$ cat config.mk
export PLATFORM = sky130hd
export DESIGN_NAME = two_button_pin_lock_controller
export DESIGN_NICKNAME = d
export VERILOG_FILES = /design/src/sv/tbplc_pkg.sv /design/src/sv/two_button_pin_lock_controller.sv
export SDC_FILE = /design/constraint.sdc
export NUM_CORES = 1
export LEC_CHECK = 0
export BUFFER_PORTS_ARGS = -buffer_cell sky130_fd_sc_hd__buf_2
export CAP_MARGIN = 30
export CORE_ASPECT_RATIO = 1.1
export CORE_MARGIN = 10
export CORE_UTILIZATION = 62
export CTS_CLUSTER_SIZE = 24
export DETAILED_ROUTE_END_ITERATION = 10
export GPL_TIMING_DRIVEN = 0
export PLACE_DENSITY = 0.82
export SLEW_MARGIN = 20
export SYNTH_ARGS = -nofsm -noshare
export SYNTH_HDL_FRONTEND = slang
export SYNTH_SLANG_ARGS = --single-unit
$ cat constraint.sdc
create_clock -name clk -period 11.3 [get_ports clk]
set_clock_uncertainty 0.15 [all_clocks]
set_input_delay 0.565 -clock clk [delete_from_list [all_inputs] [get_ports clk]]
set_output_delay 0.565 -clock clk [all_outputs]
set_load 0.03 [all_outputs]
$ cat src/sv/tbplc_pkg.sv
// Types and constants shared by the two-button PIN lock controller.
package tbplc_pkg;

  localparam int unsigned DATA_W = 16;
  localparam int unsigned NIB_W  = 4;
  localparam int unsigned CFG_IDX_W = 2;

  localparam logic [DATA_W-1:0] SAT16 = 16'hFFFF;

  localparam logic [DATA_W-1:0] DEBOUNCE_RST    = 16'd200;
  localparam logic [DATA_W-1:0] LONG_PRESS_RST  = 16'd2000;
  localparam logic [DATA_W-1:0] RESULT_HOLD_RST = 16'd2000;

  localparam logic [NIB_W-1:0] DIGIT_MAX = 4'd9;
  localparam int unsigned SHOWN_DIGITS = 4;

  typedef enum logic [1:0] {
    MODE_LOCKED  = 2'd0,
    MODE_CHANGE  = 2'd1,
    MODE_GRANTED = 2'd2,
    MODE_DENIED  = 2'd3
  } mode_t;

  typedef enum logic {
    OP_TICK = 1'b0,
    OP_LOAD = 1'b1
  } opcode_t;

  typedef enum logic [CFG_IDX_W-1:0] {
    CFG_DEBOUNCE    = 2'd0,
    CFG_LONG_PRESS  = 2'd1,
    CFG_RESULT_HOLD = 2'd2,
    CFG_UNUSED      = 2'd3
  } cfg_idx_t;

  typedef struct packed {
    logic              opcode;
    logic              button_a_level;
    logic              button_b_level;
    logic [DATA_W-1:0] load_pin_value;
  } in_req_t;

  typedef struct packed {
    logic [1:0]        lock_mode;
    logic [1:0]        digits_entered;
    logic [NIB_W-1:0]  digit_now;
    logic              old_pin_ok;
    logic              servo_opened;
    logic              pin_saved;
    logic [DATA_W-1:0] saved_pin_value;
    logic [DATA_W-1:0] entry_digits;
  } out_rsp_t;

  function automatic logic [DATA_W-1:0] sat_inc(input logic [DATA_W-1:0] v);
    sat_inc = (v == SAT16) ? v : v + 16'd1;
  endfunction

endpackage

$ cat src/sv/two_button_pin_lock_controller.sv
// Two-button PIN lock controller: debounce, digit entry, PIN check and change.
//
// One request per cycle while in_stall is low: each accepted request (a 1 ms tick with
// button levels, or a PIN load) updates the lock state and registers one result
// in the output register. Throughput is one request per clock while in_stall is
// low. in_stall rises only while a finished result is held by out_stall. Timers
// count ticks and saturate at 65535; a debounce time of 65535 blocks that button.
// PIN_LENGTH sets the digits compared; only the first four show in the 16-bit
// fields.
module two_button_pin_lock_controller #(
  parameter int unsigned PIN_LENGTH = 4
) (
  input  logic                                        clk,
  input  logic                                        rst_n,
  input  logic                                        in_valid,
  output logic                                        in_stall,
  input  tbplc_pkg::in_req_t                          in_data,
  output logic                                        out_valid,
  input  logic                                        out_stall,
  output tbplc_pkg::out_rsp_t                         out_data,
  input  logic                                        cfg_we,
  input  logic [tbplc_pkg::CFG_IDX_W-1:0]             cfg_index,
  input  logic [tbplc_pkg::DATA_W-1:0]                cfg_wdata
);

  localparam int unsigned CW = (PIN_LENGTH > 1) ? $clog2(PIN_LENGTH) : 1;
  localparam logic [CW-1:0] CNT_LAST = CW'(PIN_LENGTH - 1);

  // config
  logic [tbplc_pkg::DATA_W-1:0] debounce_r, long_press_r, result_hold_r;

  // lock state
  tbplc_pkg::mode_t              mode_r, mode_nxt;
  logic [CW-1:0]                 cnt_r, cnt_nxt;
  logic [tbplc_pkg::NIB_W-1:0]   sel_r, sel_nxt;
  logic                          ovf_r, ovf_nxt;
  logic                          servo_r, servo_nxt;
  logic [1:0]                    prev_r, prev_nxt;
  logic [tbplc_pkg::DATA_W-1:0]  db_a_r, db_a_nxt;
  logic [tbplc_pkg::DATA_W-1:0]  db_b_r, db_b_nxt;
  logic                          hold_act_r, hold_act_nxt;
  logic [tbplc_pkg::DATA_W-1:0]  hold_cnt_r, hold_cnt_nxt;
  logic [tbplc_pkg::DATA_W-1:0]  rt_r, rt_nxt;
  logic [tbplc_pkg::NIB_W-1:0]   entry_r [PIN_LENGTH];
  logic [tbplc_pkg::NIB_W-1:0]   entry_nxt [PIN_LENGTH];
  logic [tbplc_pkg::NIB_W-1:0]   pin_r [PIN_LENGTH];
  logic [tbplc_pkg::NIB_W-1:0]   pin_nxt [PIN_LENGTH];
  logic [tbplc_pkg::NIB_W-1:0]   load_digit [PIN_LENGTH];
  logic                          saved;
  logic                          match;

  // result register
  logic                 out_valid_r;
  tbplc_pkg::out_rsp_t  out_data_r;
  tbplc_pkg::out_rsp_t  rsp;

  logic in_fire;
  logic [CW+1:0] cnt_ext;
  logic [tbplc_pkg::DATA_W-1:0] pin_packed, entry_packed;

  assign in_stall  = out_valid_r && out_stall;
  assign in_fire   = in_valid && !in_stall;
  assign out_valid = out_valid_r;
  assign out_data  = out_data_r;

  for (genvar g = 0; g < PIN_LENGTH; g++) begin : g_load
    if (g < tbplc_pkg::SHOWN_DIGITS) begin : g_nib
      assign load_digit[g] = in_data.load_pin_value[tbplc_pkg::DATA_W-1-4*g -: 4];
    end else begin : g_zero
      assign load_digit[g] = '0;
    end
  end

  for (genvar g = 0; g < tbplc_pkg::SHOWN_DIGITS; g++) begin : g_pack
    if (g < PIN_LENGTH) begin : g_nib
      assign pin_packed[tbplc_pkg::DATA_W-1-4*g -: 4]   = pin_nxt[g];
      assign entry_packed[tbplc_pkg::DATA_W-1-4*g -: 4] = entry_nxt[g];
    end else begin : g_zero
      assign pin_packed[tbplc_pkg::DATA_W-1-4*g -: 4]   = '0;
      assign entry_packed[tbplc_pkg::DATA_W-1-4*g -: 4] = '0;
    end
  end

  // next state
  always_comb begin
    mode_nxt     = mode_r;
    cnt_nxt      = cnt_r;
    sel_nxt      = sel_r;
    ovf_nxt      = ovf_r;
    servo_nxt    = servo_r;
    prev_nxt     = prev_r;
    db_a_nxt     = db_a_r;
    db_b_nxt     = db_b_r;
    hold_act_nxt = hold_act_r;
    hold_cnt_nxt = hold_cnt_r;
    rt_nxt       = rt_r;
    entry_nxt    = entry_r;
    pin_nxt      = pin_r;
    saved        = 1'b0;
    match        = 1'b1;

    if (in_data.opcode == tbplc_pkg::OP_LOAD) begin
      for (int i = 0; i < PIN_LENGTH; i++) pin_nxt[i] = load_digit[i];
    end else begin
      db_a_nxt = tbplc_pkg::sat_inc(db_a_r);
      db_b_nxt = tbplc_pkg::sat_inc(db_b_r);
      rt_nxt   = tbplc_pkg::sat_inc(rt_r);

      // long press of B
      if (!in_data.button_b_level) begin
        if (!hold_act_r) begin
          hold_act_nxt = 1'b1;
          hold_cnt_nxt = '0;
        end else begin
          hold_cnt_nxt = tbplc_pkg::sat_inc(hold_cnt_r);
        end
        if (hold_cnt_nxt >= long_press_r && mode_r == tbplc_pkg::MODE_LOCKED) begin
          mode_nxt = tbplc_pkg::MODE_CHANGE;
          for (int i = 0; i < PIN_LENGTH; i++) entry_nxt[i] = '0;
          cnt_nxt      = '0;
          sel_nxt      = '0;
          ovf_nxt      = 1'b0;
          hold_act_nxt = 1'b0;
        end
      end else begin
        hold_act_nxt = 1'b0;
      end

      // button A steps the digit
      if (prev_r[0] && !in_data.button_a_level && db_a_nxt > debounce_r) begin
        db_a_nxt = '0;
        sel_nxt  = (sel_nxt >= tbplc_pkg::DIGIT_MAX) ? '0 : sel_nxt + 4'd1;
      end

      // button B commits the digit
      if (prev_r[1] && !in_data.button_b_level && db_b_nxt > debounce_r) begin
        db_b_nxt = '0;
        entry_nxt[cnt_nxt] = sel_nxt;
        sel_nxt = '0;
        for (int i = 0; i < PIN_LENGTH; i++) begin
          if (entry_nxt[i] != pin_r[i]) match = 1'b0;
        end
        if (cnt_nxt == CNT_LAST) begin
          if (mode_nxt == tbplc_pkg::MODE_CHANGE) begin
            if (!ovf_nxt) begin
              if (match) begin
                ovf_nxt = 1'b1;
              end else begin
                mode_nxt = tbplc_pkg::MODE_LOCKED;
                ovf_nxt  = 1'b0;
              end
            end else begin
              pin_nxt  = entry_nxt;
              saved    = 1'b1;
              mode_nxt = tbplc_pkg::MODE_LOCKED;
              ovf_nxt  = 1'b0;
            end
            for (int i = 0; i < PIN_LENGTH; i++) entry_nxt[i] = '0;
            sel_nxt = '0;
          end else begin
            if (match) begin
              mode_nxt  = tbplc_pkg::MODE_GRANTED;
              servo_nxt = 1'b1;
            end else begin
              mode_nxt = tbplc_pkg::MODE_DENIED;
            end
            rt_nxt = '0;
          end
          cnt_nxt = '0;
        end else begin
          cnt_nxt = cnt_nxt + CW'(1);
        end
      end

      // relock after the hold time
      if ((mode_nxt == tbplc_pkg::MODE_GRANTED || mode_nxt == tbplc_pkg::MODE_DENIED) &&
          rt_nxt >= result_hold_r) begin
        mode_nxt  = tbplc_pkg::MODE_LOCKED;
        servo_nxt = 1'b0;
        for (int i = 0; i < PIN_LENGTH; i++) entry_nxt[i] = '0;
        cnt_nxt = '0;
        sel_nxt = '0;
      end

      prev_nxt = {in_data.button_b_level, in_data.button_a_level};
    end
  end

  // result
  assign cnt_ext = {2'b00, cnt_nxt};

  always_comb begin
    rsp.lock_mode       = mode_nxt;
    rsp.digits_entered  = cnt_ext[1:0];
    rsp.digit_now       = sel_nxt;
    rsp.old_pin_ok      = ovf_nxt;
    rsp.servo_opened    = servo_nxt;
    rsp.pin_saved       = saved;
    rsp.saved_pin_value = pin_packed;
    rsp.entry_digits    = entry_packed;
  end

  always_ff @(posedge clk) begin
    if (!rst_n) begin
      debounce_r    <= tbplc_pkg::DEBOUNCE_RST;
      long_press_r  <= tbplc_pkg::LONG_PRESS_RST;
      result_hold_r <= tbplc_pkg::RESULT_HOLD_RST;
    end else if (cfg_we) begin
      unique case (tbplc_pkg::cfg_idx_t'(cfg_index))
        tbplc_pkg::CFG_DEBOUNCE:    debounce_r    <= cfg_wdata;
        tbplc_pkg::CFG_LONG_PRESS:  long_press_r  <= cfg_wdata;
        tbplc_pkg::CFG_RESULT_HOLD: result_hold_r <= cfg_wdata;
        default: ;
      endcase
    end
  end

  always_ff @(posedge clk) begin
    if (!rst_n) begin
      mode_r     <= tbplc_pkg::MODE_LOCKED;
      cnt_r      <= '0;
      sel_r      <= '0;
      ovf_r      <= 1'b0;
      servo_r    <= 1'b0;
      prev_r     <= 2'b11;
      db_a_r     <= '0;
      db_b_r     <= '0;
      hold_act_r <= 1'b0;
      hold_cnt_r <= '0;
      rt_r       <= '0;
      for (int i = 0; i < PIN_LENGTH; i++) begin
        entry_r[i] <= '0;
        pin_r[i]   <= (i < tbplc_pkg::SHOWN_DIGITS) ? 4'(i + 1) : '0;
      end
    end else if (in_fire) begin
      mode_r     <= mode_nxt;
      cnt_r      <= cnt_nxt;
      sel_r      <= sel_nxt;
      ovf_r      <= ovf_nxt;
      servo_r    <= servo_nxt;
      prev_r     <= prev_nxt;
      db_a_r     <= db_a_nxt;
      db_b_r     <= db_b_nxt;
      hold_act_r <= hold_act_nxt;
      hold_cnt_r <= hold_cnt_nxt;
      rt_r       <= rt_nxt;
      entry_r    <= entry_nxt;
      pin_r      <= pin_nxt;
    end
  end

  always_ff @(posedge clk) begin
    if (!rst_n) begin
      out_valid_r <= 1'b0;
    end else if (in_fire) begin
      out_valid_r <= 1'b1;
    end else if (!out_stall) begin
      out_valid_r <= 1'b0;
    end
  end

  always_ff @(posedge clk) begin
    if (in_fire) begin
      out_data_r <= rsp;
    end
  end

`ifndef NO_ASSERTIONS
  a_servo_only_on_result: assert property (@(posedge clk) disable iff (!rst_n)
    servo_r |-> (mode_r == tbplc_pkg::MODE_GRANTED || mode_r == tbplc_pkg::MODE_DENIED))
    else $error("servo open outside granted/denied");

  a_verified_only_in_change: assert property (@(posedge clk) disable iff (!rst_n)
    ovf_r |-> mode_r == tbplc_pkg::MODE_CHANGE)
    else $error("old PIN flag set outside change mode");

  a_digit_in_range: assert property (@(posedge clk) disable iff (!rst_n)
    sel_r <= tbplc_pkg::DIGIT_MAX)
    else $error("selected digit out of range");

  a_saved_relocks: assert property (@(posedge clk) disable iff (!rst_n)
    (out_valid_r && out_data_r.pin_saved) |->
      out_data_r.lock_mode == tbplc_pkg::MODE_LOCKED)
    else $error("PIN saved without relock");

  a_load_keeps_mode: assert property (@(posedge clk) disable iff (!rst_n)
    (in_fire && in_data.opcode == tbplc_pkg::OP_LOAD) |=> mode_r == $past(mode_r))
    else $error("PIN load changed lock mode");
`endif

endmodule

==> Word-level counts from Yosys, hierarchy flattened <==
Cells that the tools add are included.
{ "totals": {"ff_bits": 201, "word_cells": 169} }
{ "classes": {"n_lt_le_gt_ge": 7, "reduce_logical": 21, "add_sub_neg": 6, "bitwise_logic": 6, "eq_ne": 15, "mux": 83} }
{ "op_table": {"columns": ["operator", "n"], "rows": [
  ["16-bit two-way mux", 26],
  ["16-bit by 1-bit adder with 16-bit output, second input constant", 4],
  ["16-bit == test, second input constant", 4],
  ["4-bit two-way mux", 10],
  ["2-bit two-way mux", 18],
  ["16-bit greater-or-equal comparator", 2],
  ["16-bit > comparator", 2],
  ["1-bit two-way mux", 27],
  ["16-bit bitwise mux", 1],
  ["4-bit != test", 4],
  ["1-bit logical AND", 9],
  ["4-bit demux with 2-bit select", 1],
  ["2-bit == test, second input constant", 4],
  ["2-bit AND reduction", 4],
  ["1-bit NOT", 5],
  ["4-bit by 1-bit adder with 4-bit output, second input constant", 1],
  ["2-bit by 1-bit == test with 1-bit output, second input constant", 2],
  ["4-bit greater-or-equal comparator, second input constant", 1],
  ["2-bit logical NOT", 2],
  ["4-bit OR reduction", 1],
  ["3-bit greater-or-equal comparator, second input constant", 1],
  ["1-bit logical NOT", 3],
  ["3-bit by 1-bit less-than comparator with 1-bit output, second input constant", 1],
  ["2-bit NOT with 3-bit output", 1],
  ["other kinds (4)", 4]
]} }

==> Depth between registers and ports, before layout <==
Gate-level depths: netlist of the first run.
{ "logic_depth": {"depth_word": 34, "ltp_mapped": 39} }

==> Worst setup path before layout of the first run <==
No wires, ideal clock.
{ "synth_path": {"kind": "reg2reg", "startpoint": "reg hold_cnt_r[0] (netlist name)", "endpoint": "reg out_data_r, in the netlist out_data[0], data pin", "stages_incl_launch_ff": 38, "path_slack_ns": 2.898, "n_path_buf": 7, "t_required_ns": 11.015, "arrival_time_ns": 8.117, "setup_ns": 0.135, "cell_sequence": "dfxtp_1 > ha_1 > nand3_1 > nor2_1 > and3_1 > nand2_1 > nor2_1 > clkbuf_1 > xnor2_1 > nand2_1 > ha_1 > nand2b_4 > a2111oi_4 > and3b_1 > o31ai_4 > buf_2 > buf_2 > clkbuf_1 > [... 2 more ...] > ha_1 > clkbuf_1 > clkbuf_1 > nand2_1 > nor2_1 > clkbuf_1 > nor2_1 > ha_1 > a21o_1 > a21o_1 > a21o_1 > a21o_1 > a21o_1 > a211o_1 > a21oi_1 > nor2_1 > nor3_1 > a22o_1"} }
{ "synth_rtl": {"columns": ["element", "line", "rtl"], "rows": [
  ["start: declaration", "two_button_pin_lock_controller.sv:42", "logic [tbplc_pkg::DATA_W-1:0] hold_cnt_r, hold_cnt_nxt;"],
  ["start signal: assignment", "two_button_pin_lock_controller.sv:245", "hold_cnt_r <= hold_cnt_nxt;"],
  ["end signal: assignment", "two_button_pin_lock_controller.sv:264", "out_data_r <= rsp;"],
  ["end: declaration", "two_button_pin_lock_controller.sv:54", "tbplc_pkg::out_rsp_t out_data_r;"]
]} }

==> Worst setup path after layout of the first run <==
{ "layout_path": {"startpoint": "reg hold_cnt_r[0] (netlist name)", "endpoint": "reg out_data_r, in the netlist out_data[38], data pin"} }
{ "layout_between": {"elab_chain_cells": 34, "elab_cells_between_ends": 66} }
{ "layout_lines": {"columns": ["element", "line", "rtl"], "rows": [
  ["16-bit by 1-bit adder with 16-bit output / 16-bit == test (equally long branches)", "tbplc_pkg.sv:55", "sat_inc = (v == SAT16) ? v : v + 16'd1;"],
  ["16-bit two-way mux *", "tbplc_pkg.sv:55", null],
  ["16-bit two-way mux *", "two_button_pin_lock_controller.sv:111", "if (!hold_act_r) begin"],
  ["16-bit two-way mux *", "two_button_pin_lock_controller.sv:110", "if (!in_data.button_b_level) begin"],
  ["16-bit two-way mux *", "two_button_pin_lock_controller.sv:102", "if (in_data.opcode == tbplc_pkg::OP_LOAD) begin"],
  ["16-bit greater-or-equal comparator *", "two_button_pin_lock_controller.sv:117", "if (hold_cnt_nxt >= long_press_r && mode_r == tbplc_pkg::MODE_LOCKED) begin"],
  ["1-bit logical AND *", "two_button_pin_lock_controller.sv:117", null],
  ["parallel branches: the longest is 25 deep, another holds 4-bit by 1-bit adder with 4-bit output", null, null],
  ["4-bit two-way mux *", "two_button_pin_lock_controller.sv:176", "if ((mode_nxt == tbplc_pkg::MODE_GRANTED || mode_nxt == tbplc_pkg::MODE_DENIED) &&"],
  ["4-bit two-way mux *", "two_button_pin_lock_controller.sv:102", null],
  ["named net sel_nxt, one bit", "two_button_pin_lock_controller.sv:35", "logic [tbplc_pkg::NIB_W-1:0] sel_r, sel_nxt;"]
]} }
Mark *: on every way through the listed nets, which the timed path passes. The select of a mux whose other input is x is not followed.
A chain may end at the register's enable or synchronous reset.

==> results of run 1 <==
[worst max path at each step]
stage,start,end,slack (ns),cells past startpoint
after floorplan,hold_cnt_r[0],out_data[0],2.90,37
after global placement,hold_cnt_r[0],out_data[14],-0.08,37
after detailed placement,hold_cnt_r[0],out_data[13],0.25,37
after CTS,hold_cnt_r[0],out_data[13],0.19,37
after global routing,hold_cnt_r[4],out_data[38],-0.008,37
final,hold_cnt_r[0],out_data[38],0.41,37
[layer usage]
metal	share of wire	track usage	routed length [um]	vias up
met5	0	0	0	-
met4	0.073	0.194	2840	0
met3	0.079	0.0487	3090	158
met2	0.47	0.479	18300	597
met1	0.38	0.328	14800	5532
li1	-	-	-	5632
[where the power goes]
| group | switching, mW | total (mW) | internal, mW |
|---|---|---|---|
| Clock | 0.295 | 0.719 | 0.424 |
| Sequential | 0.0140 | 0.770 | 0.756 |
| Combinational | 0.113 | 0.166 | 0.0525 |
| Total | 0.422 | 1.66 | 1.23 |
[cells by family (layout without fill, tap and decap cells)]
group                      count (synthesis)  in the layout  share of synthesized area
AOI/OAI and AO/OA                        386            386                      0.222
xor gates and xnor gates                  49             49                     0.0348
adders and majority gates                 75             75                     0.0760
buffers and inverters                    159            288                     0.0487
DFF                                      201            201                      0.361
muxes                                     27             27                     0.0223
other                                      0              1                          0
and+or+nand+nor                          614            614                      0.236
[timing repair]
item | in CTS | in global routing
gates resized for setup | 0 | 4
buffers inserted | 0 | 0
endpoints found under the setup margin | 0 | 47
[Yosys cell counts (all sizes together) (21+ instances only)]
| cell type | instances | area share |
|---|---|---|
| ha | 75 | 0.076 |
| a21boi | 73 | 0.044 |
| nor3 | 27 | 0.011 |
| nand4 | 28 | 0.014 |
| edfxtp | 43 | 0.10 |
| a22oi | 23 | 0.014 |
| o211ai | 21 | 0.013 |
| mux2i | 23 | 0.019 |
| dfxtp | 158 | 0.26 |
| inv | 74 | 0.022 |
| a22o | 21 | 0.015 |
| o21ai | 77 | 0.031 |
| nor2 | 83 | 0.025 |
| nor2b | 32 | 0.016 |
| xnor2 | 32 | 0.023 |
| a21oi | 47 | 0.019 |
| nand2 | 276 | 0.084 |
| nand3 | 62 | 0.025 |
| clkbuf | 73 | 0.022 |
| and2 | 24 | 0.012 |
[cell type report]
type | count | area [um^2]
well taps | 252 | 315
clock buffers | 33 | 623
inverters | 75 | 282
flip-flops and latches | 201 | 4450
plain buffers | 84 | 323
clock inverters | 6 | 76.3
repair buffers | 90 | 465
fillers | 1642 | 5880
diodes | 1 | 2.50
multi-input cells | 1151 | 7310
[cell usage in the layout, fill, tap and decap left out, types with 14 or more instances in the layout]
cell       synthesis  layout
a21oi_1           46      46
a21boi_0          73      73
dfxtp_1          158     158
nand2_1          276     276
nor3b_1           17      17
ha_1              75      75
nor3_1            27      26
nand3_1           62      62
mux2i_1           23      23
nor2_1            83      82
nor2b_1           32      32
o211ai_1          21      21
xnor2_1           32      32
clkbuf_16          0      23
a31oi_1           17      17
a22oi_1           23      23
clkbuf_1          73      80
and2_1            24      24
edfxtp_1          43      43
and3_1            14      14
a22o_1            21      21
buf_2              4      92
o21ai_0           76      76
inv_1             74      74
nand4_1           28      28
xor2_1            17      17
[metrics by stage]
step / power (mW) / setup slack, ns / hold WS [ns] / cell area [um^2]
floorplan: 0.886 / 2.90 / 0.283 / 12300
global placement: 0.943 / -0.0777 / 0.293 / 13100
detailed placement: 0.948 / 0.248 / 0.308 / 13100
CTS: 1.66 / 0.189 / 0.114 / 13800
global route: 1.71 / -0.00837 / 0.125 / 13800
finish: 1.66 / 0.414 / 0.122 / 13800
==> impl_metrics.ini, run 1 <==
[clocking]
clk_pin_slew_ns = 0.06
htreeDepth = 1
cts_buffers = 22
ctsRootBufferMaster = clkbuf_16
postCtsHoldBufs = 0
worstSkewPairLatency_ns = 0.52
cts_tree = yes
cts.sinks = 201
clock_path_buffers = 3

[timing]
fin_tns_setup_ns = 0
worstMarginPinSlew_ns = 0.916
period_share = 0.963
setup_viol = 0
slew_headroom = 0.383
hold_viol_final = 0
period_needed_ns = 10.89
clock.fmax_mhz = 91.9
slew_violations = 0

[worst_setup_path]
path_max_fanout = 10
required_ns = 11.45
cp_slowest_cell = clkbuf_1
end_kind = register
rr_startpoint = hold_cnt_r[0]
cpPeakStageDelay_ns = 0.50
critical_path.top_delay_family = simple AND/OR/NAND/NOR gates
cp.arrival_ns = 11.04
critPathBufInv = 8
crit_type = register to register
r2r_setup_slack_ns = 0.41
r2r_cells = 37
worst_r2r_endpoint = out_data[38]
start_kind = register
cp_common_cell = a21o_1

[grt]
first_global_vias = 11500
grt_max_degree = 36
grtUsageTotal = 0.286
grt_pass1_wl_mm = 61.1
grt_overflow = 0
antenna_found_initial = 1

[logic_synthesis]
ys_types = 76
synth_nets = 1628
synth_edf_count = 43
avgSynthCellArea_um2 = 8.17
synthArstFlopShare = 0
yosysWarningCount = 0
synth-main-ff-cell = dfxtp_1
synth-seq-cells = 201
synth_seq_area_share = 0.361
syn-instance-count = 1511
syn_area_mm2 = 0.0123

[power_and_ir_drop]
vdd_drop_max_uv = 194
powerDensity_mw_per_mm2 = 120
p_leak_nw = 5.35

[placement]
dp.cells = 1852
io_buffers = 86
place_congestion = 1.05
dp_hpwl_mm = 29.7

[cells_and_area]
drive_gt1_frac = 0.0878
fin_cells = 1893
utilization = 0.702
finish.net_count = 1742
area_growth_pct = 12.1
largest_reg_flops = 43

[routing]
drtIter0Drc = 1237
via_count = 11900
antenna_left = 0
drc = 0
viasPerCell = 6.30
drt_first_pass_iters = 6
routedWlPerCell_um = 20.6
wl_mm = 39.0

[die]
coreArea_mm2 = 0.0197
die_x_um = 155
start_util = 0.626
num_rows = 54
die_h_um = 168
io-pin-count = 87
die_area_mm2 = 0.0260

[worst_hold_path]
holdCritStartpoint = in_valid
min_to = out_valid
min_path_cells = 2
holdCritPathClass = primary input to register

[flow_run]
cap_violations = 0

[outcome]
status = finished, final reports clean
Power figures use the tool's default switching activity.
==> run 2, diff against run 1 <==
- CORE_UTILIZATION: 62 -> 30
- PLACE_DENSITY: 0.82 -> unset
==> impl_metrics.ini, run 2 (synthesis gave the netlist of run 1 again) <==
[outcome]
status = finished, final reports clean

[worst_setup_path]
r2r_cells = 37
cp.arrival_ns = 10.57
start_kind = register
cpPeakStageDelay_ns = 0.53
end_kind = register
rr_startpoint = hold_cnt_r[0]
required_ns = 11.41
path_max_fanout = 19
critical_path.top_delay_family = simple AND/OR/NAND/NOR gates
crit_cells = 37
crit_type = register to register
cp_slowest_cell = o32ai_1
critPathBufInv = 7
startpoint = hold_cnt_r[0]

[cells_and_area]
area_growth_pct = 16.1
drive_gt1_frac = 0.0979
fin_cells = 2157
largest_reg_flops = 43
final_common_cell = nand2_1
utilization = 0.354
finish.net_count = 1743
num_antenna_cells = 0
most-common-layout-cells = nand2_1, dfxtp_1, buf_2

[grt]
grt_max_degree = 53
grt_overflow = 0
first_global_vias = 11300
grt_pass1_wl_mm = 64.2
antenna_found_initial = 1
grtUsageTotal = 0.164

[power_and_ir_drop]
combPwrFrac = 0.092
powerDensity_mw_per_mm2 = 127
p_leak_nw = 5.45
pwr-share-clk = 0.484
p_seq_frac = 0.424
internal_power_mw = 1.36
vdd_drop_max_uv = 112
switching_power_uw = 459
switching_share = 0.253

[routing]
drt_first_pass_iters = 5
drtIter0Drc = 969
viasPerCell = 5.40
wl_mm = 41.4
antenna_left = 0
via_count = 11700
routedWlPerCell_um = 19.2
drc = 0

[placement]
place_congestion = 0.961
io_buffers = 86
dp_hpwl_mm = 31.7
dp.cells = 2112
dp_slack_ns = -0.179

[timing]
worstMarginPinSlew_ns = 1.00
period_needed_ns = 10.46
fin_ws_ns = 0.836
setup_viol = 0
whs_ns = 0.105
clock.fmax_mhz = 95.6
period_share = 0.926
rsz0062_at_grt = no
hold_viol_final = 0
slew_headroom = 0.332
fin_tns_setup_ns = 0
slew_violations = 0

[die]
io-pin-count = 87
coreArea_mm2 = 0.0405
die_h_um = 233
start_util = 0.305
die_area_mm2 = 0.0497
num_rows = 77
die_x_um = 213

[flow_run]
cap_violations = 0

[clocking]
worstSkewPairLatency_ns = 0.54
postCtsHoldBufs = 0
clk_pin_slew_ns = 0.06
clock_path_buffers = 3
ctsRootBufferMaster = clkbuf_16
htreeDepth = 1
cts_buffers = 25
cts_tree = yes
post_cts_buffers = 0
cts.sinks = 201

[worst_hold_path]
min_path_cells = 2
holdCritStartpoint = in_valid
holdCritPathClass = primary input to register
-- run 2: per-layer routing --
metal | part of all wire | track usage | wire (um) | vias to the layer above
met5 | 0.00031 | 0 | 13 | -
met4 | 0.046 | 0.0756 | 1910 | 2
met3 | 0.064 | 0.0281 | 2650 | 98
met2 | 0.45 | 0.263 | 18700 | 404
met1 | 0.44 | 0.210 | 18000 | 5516
li1 | - | - | - | 5636
-- run 2: path summary, 6_finish.rpt --
check,end,slack [ns]
hold reg to reg,prev_r[0],0.31
setup reg to reg,out_data[38],0.84
hold / removal,out_valid,0.10
setup / recovery,out_data[38],0.84
-- run 2: layout make-up --
cell class                      instances  area, um^2
Clock inverter                         18         254
Multi-Input combinational cell       1151        7300
Buffer                                 83         323
Sequential cell                       201        4450
Fill cell                            4247       26100
Timing Repair Buffer                   89         445
Inverter                               75         282
Clock buffer                           27         643
Tap cell                              513         642
-- run 2: power groups by stage --
stage                     clock network [mW]  registers, mW  logic [mW]
final                                  0.878          0.770       0.167
after global routing                   0.926          0.773       0.182
after CTS                              0.896          0.770       0.167
after detailed placement                   0          0.786       0.166
after global placement                     0          0.786       0.164
after floorplan                            0          0.801      0.0852
-- run 2: timing repair --
action                     in CTS  in global routing
setup endpoints to repair      15                 48
pin swaps                       0                  0
resized for setup               2                  3
gates cloned                    0                  0
-- run 2: through the flow --
step | area (um^2) | power [mW]
final | 14300 | 1.82
after global routing | 14300 | 1.88
after CTS | 14300 | 1.83
after detailed placement | 13400 | 0.951
after global placement | 13400 | 0.949
after floorplan | 12300 | 0.886
